**src/hdl/uclp_pkg.sv**
```systemverilog
// Shared types, constants and character tables for the command-line parser.
// No dependencies; used by every module of the block.
package uclp_pkg;

    localparam int DEF_MAX_NODES  = 8;
    localparam int DEF_LINE_LIMIT = 40;

    localparam int TGT_W      = 6;   // holds any explicit target below 64
    localparam int CNT_W      = 4;   // known-node count register
    localparam int MASK_W     = 8;   // node busy mask
    localparam int MASK_IDX_W = 3;
    localparam int CMP_W      = TGT_W + 1;

    localparam logic [CNT_W-1:0] KNOWN_NODES_RST = 4'd1;
    localparam logic [7:0]       CHAR_CR         = 8'h0D;
    localparam logic [7:0]       CHAR_LF         = 8'h0A;
    localparam int               PING_LEN        = 8;
    localparam int               MEAS_LEN        = 11;
    localparam int               MEAS_PFX_LEN    = 12;

    typedef enum logic [1:0] {
        K_PING     = 2'd0,
        K_MEAS     = 2'd1,
        K_MEAS_TGT = 2'd2,
        K_UNKNOWN  = 2'd3
    } t_kind;

    typedef enum logic [1:0] {
        RPL_PING    = 2'd0,
        RPL_QUEUED  = 2'd1,
        RPL_BUSY    = 2'd2,
        RPL_UNKNOWN = 2'd3
    } t_reply;

    // One completed line as handed from the front to the back
    typedef struct packed {
        t_kind              kind;
        logic [TGT_W-1:0]   target;
        logic               watchdog_tripped;
        logic               app_ready;
        logic [MASK_W-1:0]  node_busy_mask;
    } t_cmd;

    function automatic logic [7:0] ping_char(input logic [2:0] idx);
        logic [7:0] c;
        case (idx)
            3'd0:    c = 8'h43; // C
            3'd1:    c = 8'h4D; // M
            3'd2:    c = 8'h44; // D
            3'd3:    c = 8'h3A; // :
            3'd4:    c = 8'h50; // P
            3'd5:    c = 8'h49; // I
            3'd6:    c = 8'h4E; // N
            3'd7:    c = 8'h47; // G
            default: c = 8'h00;
        endcase
        return c;
    endfunction

    function automatic logic [7:0] meas_char(input logic [3:0] idx);
        logic [7:0] c;
        case (idx)
            4'd0:    c = 8'h43; // C
            4'd1:    c = 8'h4D; // M
            4'd2:    c = 8'h44; // D
            4'd3:    c = 8'h3A; // :
            4'd4:    c = 8'h4D; // M
            4'd5:    c = 8'h45; // E
            4'd6:    c = 8'h41; // A
            4'd7:    c = 8'h53; // S
            4'd8:    c = 8'h55; // U
            4'd9:    c = 8'h52; // R
            4'd10:   c = 8'h45; // E
            4'd11:   c = 8'h3A; // :
            default: c = 8'h00;
        endcase
        return c;
    endfunction

endpackage

```
**src/hdl/uclp_front.sv**
```systemverilog
// Front end: accepts items, tracks the line being received and classifies
// completed lines into commands. Depends on uclp_pkg.
module uclp_front #(
    parameter int MAX_NODES  = uclp_pkg::DEF_MAX_NODES,
    parameter int LINE_LIMIT = uclp_pkg::DEF_LINE_LIMIT
) (
    input  logic                          i_clk,
    input  logic                          i_rst_n,
    input  logic                          i_valid,
    output logic                          o_ready,
    input  logic                          i_op,
    input  logic [7:0]                    i_rx_byte,
    input  logic                          i_watchdog_tripped,
    input  logic                          i_app_ready,
    input  logic [uclp_pkg::MASK_W-1:0]   i_node_busy_mask,
    input  logic                          i_full,
    output logic                          o_push,
    output uclp_pkg::t_cmd                o_cmd
);

    localparam int LW    = $clog2(LINE_LIMIT);
    localparam int VAL_W = $clog2(MAX_NODES + 2);
    localparam int PRD_W = VAL_W + 4;

    logic [LW-1:0]    r_line_length, n_line_length;
    logic             r_ping_cand,   n_ping_cand;
    logic [VAL_W-1:0] r_node_value,  n_node_value;
    logic             r_num_inv,     n_num_inv;
    logic             r_line_inv,    n_line_inv;

    logic             accept;
    logic             is_term;
    logic [PRD_W-1:0] prod;

    assign o_ready = !i_full;
    assign accept  = i_valid && !i_full;
    assign is_term = (i_rx_byte == uclp_pkg::CHAR_CR) || (i_rx_byte == uclp_pkg::CHAR_LF);
    assign prod    = PRD_W'(r_node_value) * PRD_W'(10) + PRD_W'(i_rx_byte[3:0]);

    always_comb begin
        n_line_length = r_line_length;
        n_ping_cand   = r_ping_cand;
        n_node_value  = r_node_value;
        n_num_inv     = r_num_inv;
        n_line_inv    = r_line_inv;
        o_push        = 1'b0;

        o_cmd.kind             = uclp_pkg::K_UNKNOWN;
        o_cmd.target           = uclp_pkg::TGT_W'(r_node_value);
        o_cmd.watchdog_tripped = i_watchdog_tripped;
        o_cmd.app_ready        = i_app_ready;
        o_cmd.node_busy_mask   = i_node_busy_mask;

        if (r_ping_cand && r_line_length == LW'(uclp_pkg::PING_LEN)) begin
            o_cmd.kind = uclp_pkg::K_PING;
        end else if (!r_line_inv && r_line_length == LW'(uclp_pkg::MEAS_LEN)) begin
            o_cmd.kind = uclp_pkg::K_MEAS;
        end else if (!r_line_inv && r_line_length > LW'(uclp_pkg::MEAS_PFX_LEN) &&
                     !r_num_inv && r_node_value < VAL_W'(MAX_NODES)) begin
            o_cmd.kind = uclp_pkg::K_MEAS_TGT;
        end

        if (accept) begin
            if (i_op || is_term || r_line_length >= LW'(LINE_LIMIT - 1)) begin
                // error event, end of line or overlong line: start over
                o_push        = !i_op && is_term && (r_line_length != '0);
                n_line_length = '0;
                n_ping_cand   = 1'b1;
                n_node_value  = '0;
                n_num_inv     = 1'b0;
                n_line_inv    = 1'b0;
            end else begin
                if (r_line_length >= LW'(uclp_pkg::PING_LEN) ||
                    i_rx_byte != uclp_pkg::ping_char(r_line_length[2:0])) begin
                    n_ping_cand = 1'b0;
                end
                if (!r_line_inv) begin
                    if (r_line_length < LW'(uclp_pkg::MEAS_PFX_LEN)) begin
                        if (i_rx_byte != uclp_pkg::meas_char(r_line_length[3:0])) begin
                            n_line_inv = 1'b1;
                        end
                    end else if (!r_num_inv) begin
                        if (!(i_rx_byte inside {[8'h30:8'h39]}) ||
                            r_node_value > VAL_W'(MAX_NODES)) begin
                            n_num_inv = 1'b1;
                        end else if (prod > PRD_W'(MAX_NODES + 1)) begin
                            // saturate at MAX_NODES + 1, above every valid node
                            n_node_value = VAL_W'(MAX_NODES + 1);
                        end else begin
                            n_node_value = prod[VAL_W-1:0];
                        end
                    end
                end
                n_line_length = r_line_length + LW'(1);
            end
        end
    end

    always_ff @(posedge i_clk) begin
        if (!i_rst_n) begin
            r_line_length <= '0;
            r_ping_cand   <= 1'b1;
            r_node_value  <= '0;
            r_num_inv     <= 1'b0;
            r_line_inv    <= 1'b0;
        end else begin
            r_line_length <= n_line_length;
            r_ping_cand   <= n_ping_cand;
            r_node_value  <= n_node_value;
            r_num_inv     <= n_num_inv;
            r_line_inv    <= n_line_inv;
        end
    end

endmodule

```
**src/hdl/uclp_queue.sv**
```systemverilog
// Two-entry command queue between the front end and the back end.
// Depends on uclp_pkg for the command type.
module uclp_queue (
    input  logic           i_clk,
    input  logic           i_rst_n,
    input  logic           i_push,
    input  uclp_pkg::t_cmd i_cmd,
    input  logic           i_pop,
    output uclp_pkg::t_cmd o_cmd,
    output logic           o_full,
    output logic           o_empty
);

    uclp_pkg::t_cmd r_mem [2];
    logic           r_wr_ptr;
    logic           r_rd_ptr;
    logic [1:0]     r_count;

    assign o_full  = (r_count == 2'd2);
    assign o_empty = (r_count == 2'd0);
    assign o_cmd   = r_mem[r_rd_ptr];

    always_ff @(posedge i_clk) begin
        if (i_push) begin
            r_mem[r_wr_ptr] <= i_cmd;
        end
    end

    always_ff @(posedge i_clk) begin
        if (!i_rst_n) begin
            r_wr_ptr <= 1'b0;
            r_rd_ptr <= 1'b0;
            r_count  <= 2'd0;
        end else begin
            if (i_push) begin
                r_wr_ptr <= !r_wr_ptr;
            end
            if (i_pop) begin
                r_rd_ptr <= !r_rd_ptr;
            end
            r_count <= r_count + 2'(i_push) - 2'(i_pop);
        end
    end

endmodule

```
**src/hdl/uclp_back.sv**
```systemverilog
// Back end: holds the known-node count and the active node, checks busy conditions
// and produces the registered reply. Depends on uclp_pkg.
module uclp_back #(
    parameter int MAX_NODES = uclp_pkg::DEF_MAX_NODES
) (
    input  logic                       i_clk,
    input  logic                       i_rst_n,
    input  logic                       i_cfg_valid,
    output logic                       o_cfg_ready,
    input  logic [uclp_pkg::CNT_W-1:0] i_cfg_data,
    input  logic                       i_empty,
    input  uclp_pkg::t_cmd             i_cmd,
    output logic                       o_pop,
    output logic                       o_valid,
    input  logic                       i_ready,
    output logic [1:0]                 o_reply_code,
    output logic                       o_measure_request,
    output logic [2:0]                 o_measure_node
);

    localparam int NODE_W = (MAX_NODES > 1) ? $clog2(MAX_NODES) : 1;

    logic [uclp_pkg::CNT_W-1:0] r_known_nodes;
    logic [NODE_W-1:0]          r_active, n_active;
    logic                       r_valid;
    uclp_pkg::t_reply           r_reply, n_reply;
    logic                       r_req, n_req;
    logic [2:0]                 r_node, n_node;

    logic [NODE_W-1:0]          sel_node;
    logic [uclp_pkg::CMP_W-1:0] tgt_x, cnt_x, node_x;

    assign o_cfg_ready = 1'b1;
    assign o_pop       = !i_empty && (!r_valid || i_ready);

    assign tgt_x    = uclp_pkg::CMP_W'(i_cmd.target);
    assign cnt_x    = uclp_pkg::CMP_W'(r_known_nodes);
    assign sel_node = (i_cmd.kind == uclp_pkg::K_MEAS_TGT) ? i_cmd.target[NODE_W-1:0]
                                                           : r_active;
    assign node_x   = uclp_pkg::CMP_W'(sel_node);

    always_comb begin
        n_active = r_active;
        n_reply  = uclp_pkg::RPL_UNKNOWN;
        n_req    = 1'b0;
        n_node   = 3'd0;
        case (i_cmd.kind)
            uclp_pkg::K_PING: begin
                n_reply = uclp_pkg::RPL_PING;
            end
            uclp_pkg::K_MEAS, uclp_pkg::K_MEAS_TGT: begin
                if (i_cmd.watchdog_tripped || !i_cmd.app_ready) begin
                    n_reply = uclp_pkg::RPL_BUSY;
                end else if (i_cmd.kind == uclp_pkg::K_MEAS_TGT && tgt_x >= cnt_x) begin
                    n_reply = uclp_pkg::RPL_UNKNOWN;
                end else begin
                    // a valid explicit target sticks even if the node is busy
                    n_active = sel_node;
                    if (node_x >= cnt_x || node_x >= uclp_pkg::CMP_W'(uclp_pkg::MASK_W) ||
                        i_cmd.node_busy_mask[node_x[uclp_pkg::MASK_IDX_W-1:0]]) begin
                        n_reply = uclp_pkg::RPL_BUSY;
                    end else begin
                        n_reply = uclp_pkg::RPL_QUEUED;
                        n_req   = 1'b1;
                        n_node  = node_x[2:0];
                    end
                end
            end
            default: begin
                n_reply = uclp_pkg::RPL_UNKNOWN;
            end
        endcase
    end

    always_ff @(posedge i_clk) begin
        if (o_pop) begin
            r_reply <= n_reply;
            r_req   <= n_req;
            r_node  <= n_node;
        end
    end

    always_ff @(posedge i_clk) begin
        if (!i_rst_n) begin
            r_known_nodes <= uclp_pkg::KNOWN_NODES_RST;
            r_active      <= '0;
            r_valid       <= 1'b0;
        end else begin
            if (i_cfg_valid) begin
                r_known_nodes <= i_cfg_data;
            end
            if (o_pop) begin
                r_active <= n_active;
                r_valid  <= 1'b1;
            end else if (i_ready) begin
                r_valid  <= 1'b0;
            end
        end
    end

    assign o_valid           = r_valid;
    assign o_reply_code      = r_reply;
    assign o_measure_request = r_req;
    assign o_measure_node    = r_node;

endmodule

```
**src/hdl/uart_command_line_parser.sv**
```systemverilog
// Command-line parser: one item per cycle while the reply queue has room; input stalls only when it is full.
// A terminator's reply passes the queue register and then the back-end output register before
// o_m_tvalid rises; back-pressure on the output can hold it in the queue.
// Bytes that end no line, error events and empty or overlong lines give no reply.
// Synchronous active-low reset clears the partial line and the queue, sets the
// active node to 0 and the known-node count to 1.
module uart_command_line_parser #(
    parameter int MAX_NODES  = uclp_pkg::DEF_MAX_NODES,
    parameter int LINE_LIMIT = uclp_pkg::DEF_LINE_LIMIT
) (
    input  logic                       i_clk,
    input  logic                       i_rst_n,
    input  logic                       i_s_tvalid,
    output logic                       o_s_tready,
    input  logic [23:0]                i_s_tdata,  // rx_byte[7:0], watchdog_tripped[8],
                                                   // app_ready[9], node_busy_mask[17:10]
    input  logic                       i_s_tuser,  // op
    output logic                       o_m_tvalid,
    input  logic                       i_m_tready,
    output logic [7:0]                 o_m_tdata,  // reply_code[1:0], measure_request[2],
                                                   // measure_node[5:3]
    input  logic                       i_cfg_valid,
    output logic                       o_cfg_ready,
    input  logic [uclp_pkg::CNT_W-1:0] i_cfg_data  // known_nodes
);

    uclp_pkg::t_cmd front_cmd;
    uclp_pkg::t_cmd queue_cmd;
    logic           push;
    logic           pop;
    logic           full;
    logic           empty;
    logic [1:0]     reply_code;
    logic           measure_request;
    logic [2:0]     measure_node;

    uclp_front #(
        .MAX_NODES  (MAX_NODES),
        .LINE_LIMIT (LINE_LIMIT)
    ) u_front (
        .i_clk              (i_clk),
        .i_rst_n            (i_rst_n),
        .i_valid            (i_s_tvalid),
        .o_ready            (o_s_tready),
        .i_op               (i_s_tuser),
        .i_rx_byte          (i_s_tdata[7:0]),
        .i_watchdog_tripped (i_s_tdata[8]),
        .i_app_ready        (i_s_tdata[9]),
        .i_node_busy_mask   (i_s_tdata[17:10]),
        .i_full             (full),
        .o_push             (push),
        .o_cmd              (front_cmd)
    );

    uclp_queue u_queue (
        .i_clk   (i_clk),
        .i_rst_n (i_rst_n),
        .i_push  (push),
        .i_cmd   (front_cmd),
        .i_pop   (pop),
        .o_cmd   (queue_cmd),
        .o_full  (full),
        .o_empty (empty)
    );

    uclp_back #(
        .MAX_NODES (MAX_NODES)
    ) u_back (
        .i_clk             (i_clk),
        .i_rst_n           (i_rst_n),
        .i_cfg_valid       (i_cfg_valid),
        .o_cfg_ready       (o_cfg_ready),
        .i_cfg_data        (i_cfg_data),
        .i_empty           (empty),
        .i_cmd             (queue_cmd),
        .o_pop             (pop),
        .o_valid           (o_m_tvalid),
        .i_ready           (i_m_tready),
        .o_reply_code      (reply_code),
        .o_measure_request (measure_request),
        .o_measure_node    (measure_node)
    );

    assign o_m_tdata = {2'b00, measure_node, measure_request, reply_code};

endmodule

```
**config.mk**
```make
export PLATFORM = sky130hd
export DESIGN_NAME = uart_command_line_parser
export DESIGN_NICKNAME = d
export VERILOG_FILES = /design/src/hdl/uclp_pkg.sv /design/src/hdl/uclp_front.sv /design/src/hdl/uclp_queue.sv /design/src/hdl/uclp_back.sv /design/src/hdl/uart_command_line_parser.sv
export SDC_FILE = /design/constraint.sdc
export NUM_CORES = 1
export LEC_CHECK = 0
export ABC_AREA = 1
export BUFFER_PORTS_ARGS = -buffer_cell sky130_fd_sc_hd__buf_4
export CORE_ASPECT_RATIO = 0.9
export CORE_UTILIZATION = 50
export CTS_BUF_LIST = sky130_fd_sc_hd__clkbuf_4
export DETAILED_ROUTE_END_ITERATION = 7
export PLACE_DENSITY_LB_ADDON = 0.1
export SLEW_MARGIN = 10
export SYNTH_ARGS = -nofsm -noshare
export SYNTH_HDL_FRONTEND = slang
export SYNTH_SLANG_ARGS = --single-unit
```
**constraint.sdc**
```tcl
create_clock -name i_clk -period 5.6 [get_ports i_clk]
set_clock_uncertainty 0.15 [all_clocks]
set_input_delay 0.28 -clock i_clk [delete_from_list [all_inputs] [get_ports i_clk]]
set_output_delay 0.28 -clock i_clk [all_outputs]
set_load 0.005 [all_outputs]
```
=== Word-level counts from Yosys, hierarchy flattened ===
Memory sizes are Yosys's and may differ from the RTL's. A register that Yosys moved wholly into a read port is not among the register bits.
Index checks and enable logic that the tools add are counted.

* Add/subtract/negate cells: 4
* Multipliers: 1
* Div/mod/pow operators: 0
* $lt $le $gt $ge: 13
* Eq/ne operators: 13
* Shifts and indexed selects: 0
* Muxes and demuxes: 47
* Bitwise operators: 3
* Reduce and logical (&&, ||, !) cells: 42

{| class="wikitable"
|+ Operators with widths
! operator !! count
|-
| 8-bit two-way mux || 6
|-
| 4-bit two-way mux || 8
|-
| 1-bit two-way mux || 22
|-
| 8-bit by 4-bit equality test with 1-bit output, second input constant || 2
|-
| 8-bit inequality test || 2
|-
| 6-bit by 4-bit equality test with 1-bit output, second input constant || 2
|-
| 1-bit logical AND || 11
|-
| 1-bit logical NOT || 10
|-
| 2-bit two-way mux || 5
|-
| 1-bit logical OR || 9
|-
| 3-bit two-way mux || 3
|-
| 8-bit by 4-bit adder with 8-bit output || 1
|-
| 8-bit by 6-bit >= comparator with 1-bit output, second input constant || 1
|-
| 8-bit by 4-bit > comparator with 1-bit output, second input constant || 1
|-
| 8-bit by 6-bit <= comparator with 1-bit output, second input constant || 1
|-
| 4-bit by 3-bit multiplier with 7-bit output, second input constant || 1
|-
| 6-bit by 1-bit adder with 6-bit output, second input constant || 1
|-
| 6-bit by 4-bit >= comparator with 1-bit output || 1
|-
| 6-bit by 4-bit >= comparator with 1-bit output, second input constant || 1
|-
| 6-bit >= comparator, second input constant || 1
|-
| 6-bit by 4-bit > comparator with 1-bit output, second input constant || 1
|-
| 6-bit by 4-bit < comparator with 1-bit output, second input constant || 1
|-
| 6-bit two-way mux || 1
|-
| 6-bit nonzero test || 1
|-
| other kinds (23) || 30
|}

* Flip-flop bits (word level): 31
* Latch bits: 0
* RAM bits: 32
* ROM bits: 168
* Bits of input ports: 34
* Output and inout bits: 11
* Word-level logic and storage cells: 140
* Memories: 3

{| class="wikitable"
|+ Memories
! memory !! depth !! width !! rd ports !! clocked after Yosys merged registers in !! write ports !! line !! RTL
|-
| (name not given) || 16 || 7 || 1 || 1 || 0 || uclp_pkg.sv:62 || <nowiki>case (idx)</nowiki>
|-
| (name not given) || 8 || 7 || 1 || 1 || 0 || uclp_pkg.sv:46 || <nowiki>case (idx)</nowiki>
|-
| u_queue.r_mem || 2 || 16 || 1 || 1 || 1 || uclp_queue.sv:14 || <nowiki>uclp_pkg::t_cmd r_mem [2];</nowiki>
|}

=== Depth between registers and ports, before layout ===
* Depth after elaboration: 11
* Depth in mapped cells: 16
* Mapped depth without buffers: 15

=== Hierarchy ===
Synthesis repeated with hierarchy kept, for this count alone.

* Cell total of the unflattened synthesis: 515
* Area total of the unflattened synthesis: 4,634.4 um2

{| class="wikitable"
|+ Modules (own cells, without submodules)
! module !! instances !! cells an instance !! area each (um2) !! sequential area each (um2)
|-
| uclp_front || 1 || 290 || 2,024.4 || 540.5
|-
| uclp_queue || 1 || 90 || 1,581.5 || 1,181.1
|-
| uclp_back || 1 || 131 || 1,002.2 || 340.3
|-
| uart_command_line_parser || 1 || 4 || 26.3 || 0.0
|}

=== Least setup slack after synthesis ===
No wires, ideal clock.

* Kind: register -> register
* Start point: register (tool-made name)
* End point: register u_back.r_reply[1], in the netlist u_back.o_reply_code[1] (data pin)
* Setup time: 0.250 ns
* Arrival time: 2.712 ns
* Data required time: 5.200 ns
* Setup slack: 2.488 ns
* Stages on the path, launching flop included: 17
* Buffers on the path: 1
* Period minus slack after synthesis: 3.112 ns
* Cell sequence: dfxtp_1 -> inv_2 -> buf_6 -> or2_2 -> o21ai_0 -> inv_1 -> ha_1 -> or2_2 -> nand2_2 -> inv_1 -> ha_1 -> a21boi_0 -> o21a_1 -> o21ai_0 -> nand3_2 -> nor2_4 -> nor2_2

{| class="wikitable"
|+ RTL lines
! what !! line !! RTL
|-
| to (signal assigned) || uclp_back.sv:77 || <nowiki>r_reply <= n_reply;</nowiki>
|-
| to (decl) || uclp_back.sv:26 || <nowiki>uclp_pkg::t_reply r_reply, n_reply;</nowiki>
|}

==> results_tabular.tex <==
\begin{tabular}{lr}
\hline
Metric & Value \\
\hline
\multicolumn{2}{l}{\textbf{Layout}} \\
\quad Most frequent cells in the layout & 88 x sky130\_fd\_sc\_hd\_\_nand2\_1, 66 x sky130\_fd\_sc\_hd\_\_inv\_1, 40 x sky130\_fd\_sc\_hd\_\_dfxtp\_1 \\
\quad Ant. Diodes & 0 \\
\quad Ratio of cells with drive above 1 in the final layout & 0.184 \\
\quad Layout area overhead & 14.3\% \\
\quad Leading cell type in the layout, fill and taps excluded & sky130\_fd\_sc\_hd\_\_nand2\_1 \\
\quad Final Cell Area & 4810 sq um \\
\quad Final Net Count & 590 \\
\multicolumn{2}{l}{\textbf{Die}} \\
\quad Placeable core region & roughly 8000 sq um \\
\quad Effective utilization at floorplan & 0.519 \\
\quad Chip height & around 90 um \\
\quad Chip Width & 98.7 um \\
\quad Full die area & 8780 sq um \\
\quad Number of placed I/O pins & between 40 and 50 \\
\quad Site row count & 31 \\
\multicolumn{2}{l}{\textbf{Global routing}} \\
\quad All-Layer GR Usage & 0.205 \\
\quad First-pass GRT wire length & about 14000 um \\
\quad Vias in the first global route & 2985 \\
\quad Largest net degree at the start of global routing & 23 \\
\quad GRT overflow & 0 \\
\quad Number of antenna violations at the first check in global routing & 0 \\
\multicolumn{2}{l}{\textbf{STA}} \\
\quad Setup repair after global routing missed its margin & no \\
\quad Final worst-path cycle share & 0.632 \\
\quad Post-layout min period & between 3 and 4 ns \\
\quad Max Clk Rate & 282 MHz \\
\quad Final setup viols & 0 \\
\quad Fin. Hold Viols & 0 \\
\quad Total negative slack & 0 ns \\
\quad Final Max Tran Viols & 0 \\
\quad Tightest Pin Transition & 0.667 ns \\
\quad Headroom to the max-slew limit & 0.555 \\
\multicolumn{2}{l}{\textbf{Critical path}} \\
\quad Crit start category & flop \\
\quad Maximum fanout encountered on the critical timing path & 22 \\
\quad Setup Crit Path Kind & reg -> reg \\
\quad Cell breakdown of the critical path & buf\_4, inv\_2, or2\_2, o21ai\_0, inv\_1, ha\_1, or2\_2, nand2\_2, inv\_1, ha\_1, a21boi\_0, o21a\_1, o21ai\_0, nand3\_2, nor2\_4, nor2\_2 \\
\quad Largest stage delay, worst path & 0.33 ns \\
\quad Nature of the critical path endpoint & flop \\
\quad Worst Path Buf+Inv & 4 \\
\quad Critical path's slowest cell & sky130\_fd\_sc\_hd\_\_or2\_2 \\
\quad CP top delay family & simple AND/OR/NAND/NOR gates \\
\quad Data required time at the worst endpoint & 5.65 ns \\
\quad Data arrival time of the critical path & between 3 and 4 ns \\
\multicolumn{2}{l}{\textbf{Pwr}} \\
\quad Switching power & between 500 and 600 uW \\
\quad Power density of the placed cells & between 300 and 400 nW/um\^{}2 \\
\quad Power share of the combinational group & 0.338 \\
\quad Peak ir drop on the vdd network & between 0.2 and 0.25 mV \\
\quad Static leakage power & about 2.2 nW \\
\quad Clock share of power & 0.188 \\
\quad Sequential Power Share & 0.474 \\
\quad Internal power of the cells & approximately 950 uW \\
\quad Switching power as a share of total power & 0.353 \\
\quad PnR Total Power & between 1 and 1.5 mW \\
\multicolumn{2}{l}{\textbf{Placed design}} \\
\quad Placed Instance Area & 4530 sq um \\
\quad HPWL after detailed placement & approximately 6100 um \\
\quad Port Buf Inserts & 35 \\
\quad Routability cong. & $\sim$0.85 \\
\multicolumn{2}{l}{\textbf{Route}} \\
\quad Number of search-and-repair iterations in the first detailed-routing pass & 5 \\
\quad DRC marker count from the first detailed-route iteration & between 100 and 150 \\
\quad Residual DRC & 0 \\
\quad Detailed-route via count & between 3000 and 4000 \\
\quad Routed WL per cell & 12.8 um \\
\quad Vias per std cell & 5.00 \\
\quad Remaining number of nets flagged by the antenna check after routing & 0 \\
\quad Drt total wl & 8120 um \\
\multicolumn{2}{l}{\textbf{Synth}} \\
\quad Number of different library cells in the post-synthesis netlist & between 40 and 50 \\
\quad Count of state elements after synthesis & $\sim$80 \\
\quad Synthesized cell area & $\sim$4200 sq um \\
\quad Register area share after synthesis & 0.462 \\
\quad Primary FF master, synth & sky130\_fd\_sc\_hd\_\_dfxtp\_1 \\
\quad Fraction of synthesis flops using an asynchronous set or reset pin & 0 \\
\quad Yosys warns & 0 \\
\quad Synth Instances & between 400 and 500 \\
\quad Number of enable flip-flop cells after synthesis & 38 \\
\quad Syn avg cell area & roughly 8.9 sq um \\
\multicolumn{2}{l}{\textbf{Run status}} \\
\quad Result of the run & complete, no violations \\
\multicolumn{2}{l}{\textbf{Clocking}} \\
\quad Clock tree from TritonCTS & built \\
\quad Max Buffers Root-to-Sink & 2 \\
\quad Clock sink total & a little under 80 \\
\quad Post-CTS sizing & 0 \\
\quad Root Driver & sky130\_fd\_sc\_hd\_\_clkbuf\_4 \\
\quad Clock transition at the registers of the reported paths & 0.12 ns \\
\quad Hold buffer count at cts & 16 \\
\quad Cts bufs inserted & 9 \\
\quad Clock insertion delay at the later pin of the skew report & 0.41 ns \\
\quad Setup bufs post-CTS & 0 \\
\quad Number of levels the H-tree was split into & 3 \\
\multicolumn{2}{l}{\textbf{Flow run}} \\
\quad Max-capacitance violation count & 0 \\
\multicolumn{2}{l}{\textbf{Worst hold path}} \\
\quad Path class of the lowest-slack min-delay path & in -> reg \\
\hline
\end{tabular}
-- routing by layer --
| layer | vias up | track usage | routed length, um |
|---|---|---|---|
| met5 | - | 0 | 0 |
| met4 | 0 | 0.0678 | 134 |
| met3 | 9 | 0.0610 | 308 |
| met2 | 58 | 0.374 | 4110 |
| met1 | 1458 | 0.234 | 3560 |
| li1 | 1642 | - | - |
-- cell families after synthesis --
logic type | after synthesis | share of synthesized area
simple gates | 202 | 0.234
buf+inv | 85 | 0.0896
flops | 78 | 0.462
compound gates | 56 | 0.0800
fa+ha+maj | 27 | 0.0839
xor+xnor | 20 | 0.0461
other cells | 2 | 0.00179
mux | 1 | 0.00238
-- cells in the mapped netlist (8+ instances only) --
cell type	count	area, sq um
sky130_fd_sc_hd__a21oi_1	14	70.1
sky130_fd_sc_hd__dfxtp_1	40	801
sky130_fd_sc_hd__edfxtp_1	38	1140
sky130_fd_sc_hd__ha_1	25	313
sky130_fd_sc_hd__inv_1	66	248
sky130_fd_sc_hd__inv_2	8	30.0
sky130_fd_sc_hd__nand2_1	88	330
sky130_fd_sc_hd__nand2_2	11	68.8
sky130_fd_sc_hd__nand3_1	30	150
sky130_fd_sc_hd__nand4_1	13	81.3
sky130_fd_sc_hd__nor2_1	34	128
sky130_fd_sc_hd__o21ai_0	21	105
sky130_fd_sc_hd__xor2_1	18	158
-- power by group through the flow --
stage               sequential, mW  clock [mW]  combinational (mW)
global placement             0.705           0               0.474
CTS                          0.694       0.286               0.501
floorplan                    0.707           0               0.374
detailed placement           0.708           0               0.490
finish                       0.693       0.275               0.495
global route                 0.700       0.317               0.568
-- final timing paths --
path | start | to | slack, ns | depth (start not counted)
setup reg to reg | flop | u_back.o_reply_code[1]$_DFFE_PP_ | 2.06 | 16
hold / removal | i_rst_n | u_back.r_known_nodes[0]$_SDFFE_PN1P_ | 0.04 | 2
setup / recovery | flop | u_back.o_reply_code[1]$_DFFE_PP_ | 2.06 | 16
hold reg to reg | u_queue.r_rd_ptr$_SDFFE_PN0P_ | u_queue.r_rd_ptr$_SDFFE_PN0P_ | 0.31 | 1
-- cell type report --
| type | count | area [sq um] |
|---|---|---|
| well taps | 99 | 124 |
| clock buffers | 10 | 75.1 |
| repair buffers | 55 | 455 |
| inverters | 76 | 293 |
| clock inverters | 6 | 28.8 |
| flip-flops and latches | 78 | 1940 |
| multi-input cells | 309 | 1890 |
| fillers | 727 | 3300 |
-- metrics by stage --
stage,utilization,worst slack [ns],std cells,hold WS (ns)
global route,0.593,1.80,633,0.00239
global placement,0.559,2.11,600,0.286
finish,0.593,2.06,633,0.0442
detailed placement,0.559,2.04,600,0.292
CTS,0.592,2.03,632,0.00450
floorplan,-,2.49,472,0.229
No activity file was read; power rests on OpenSTA's default activity.
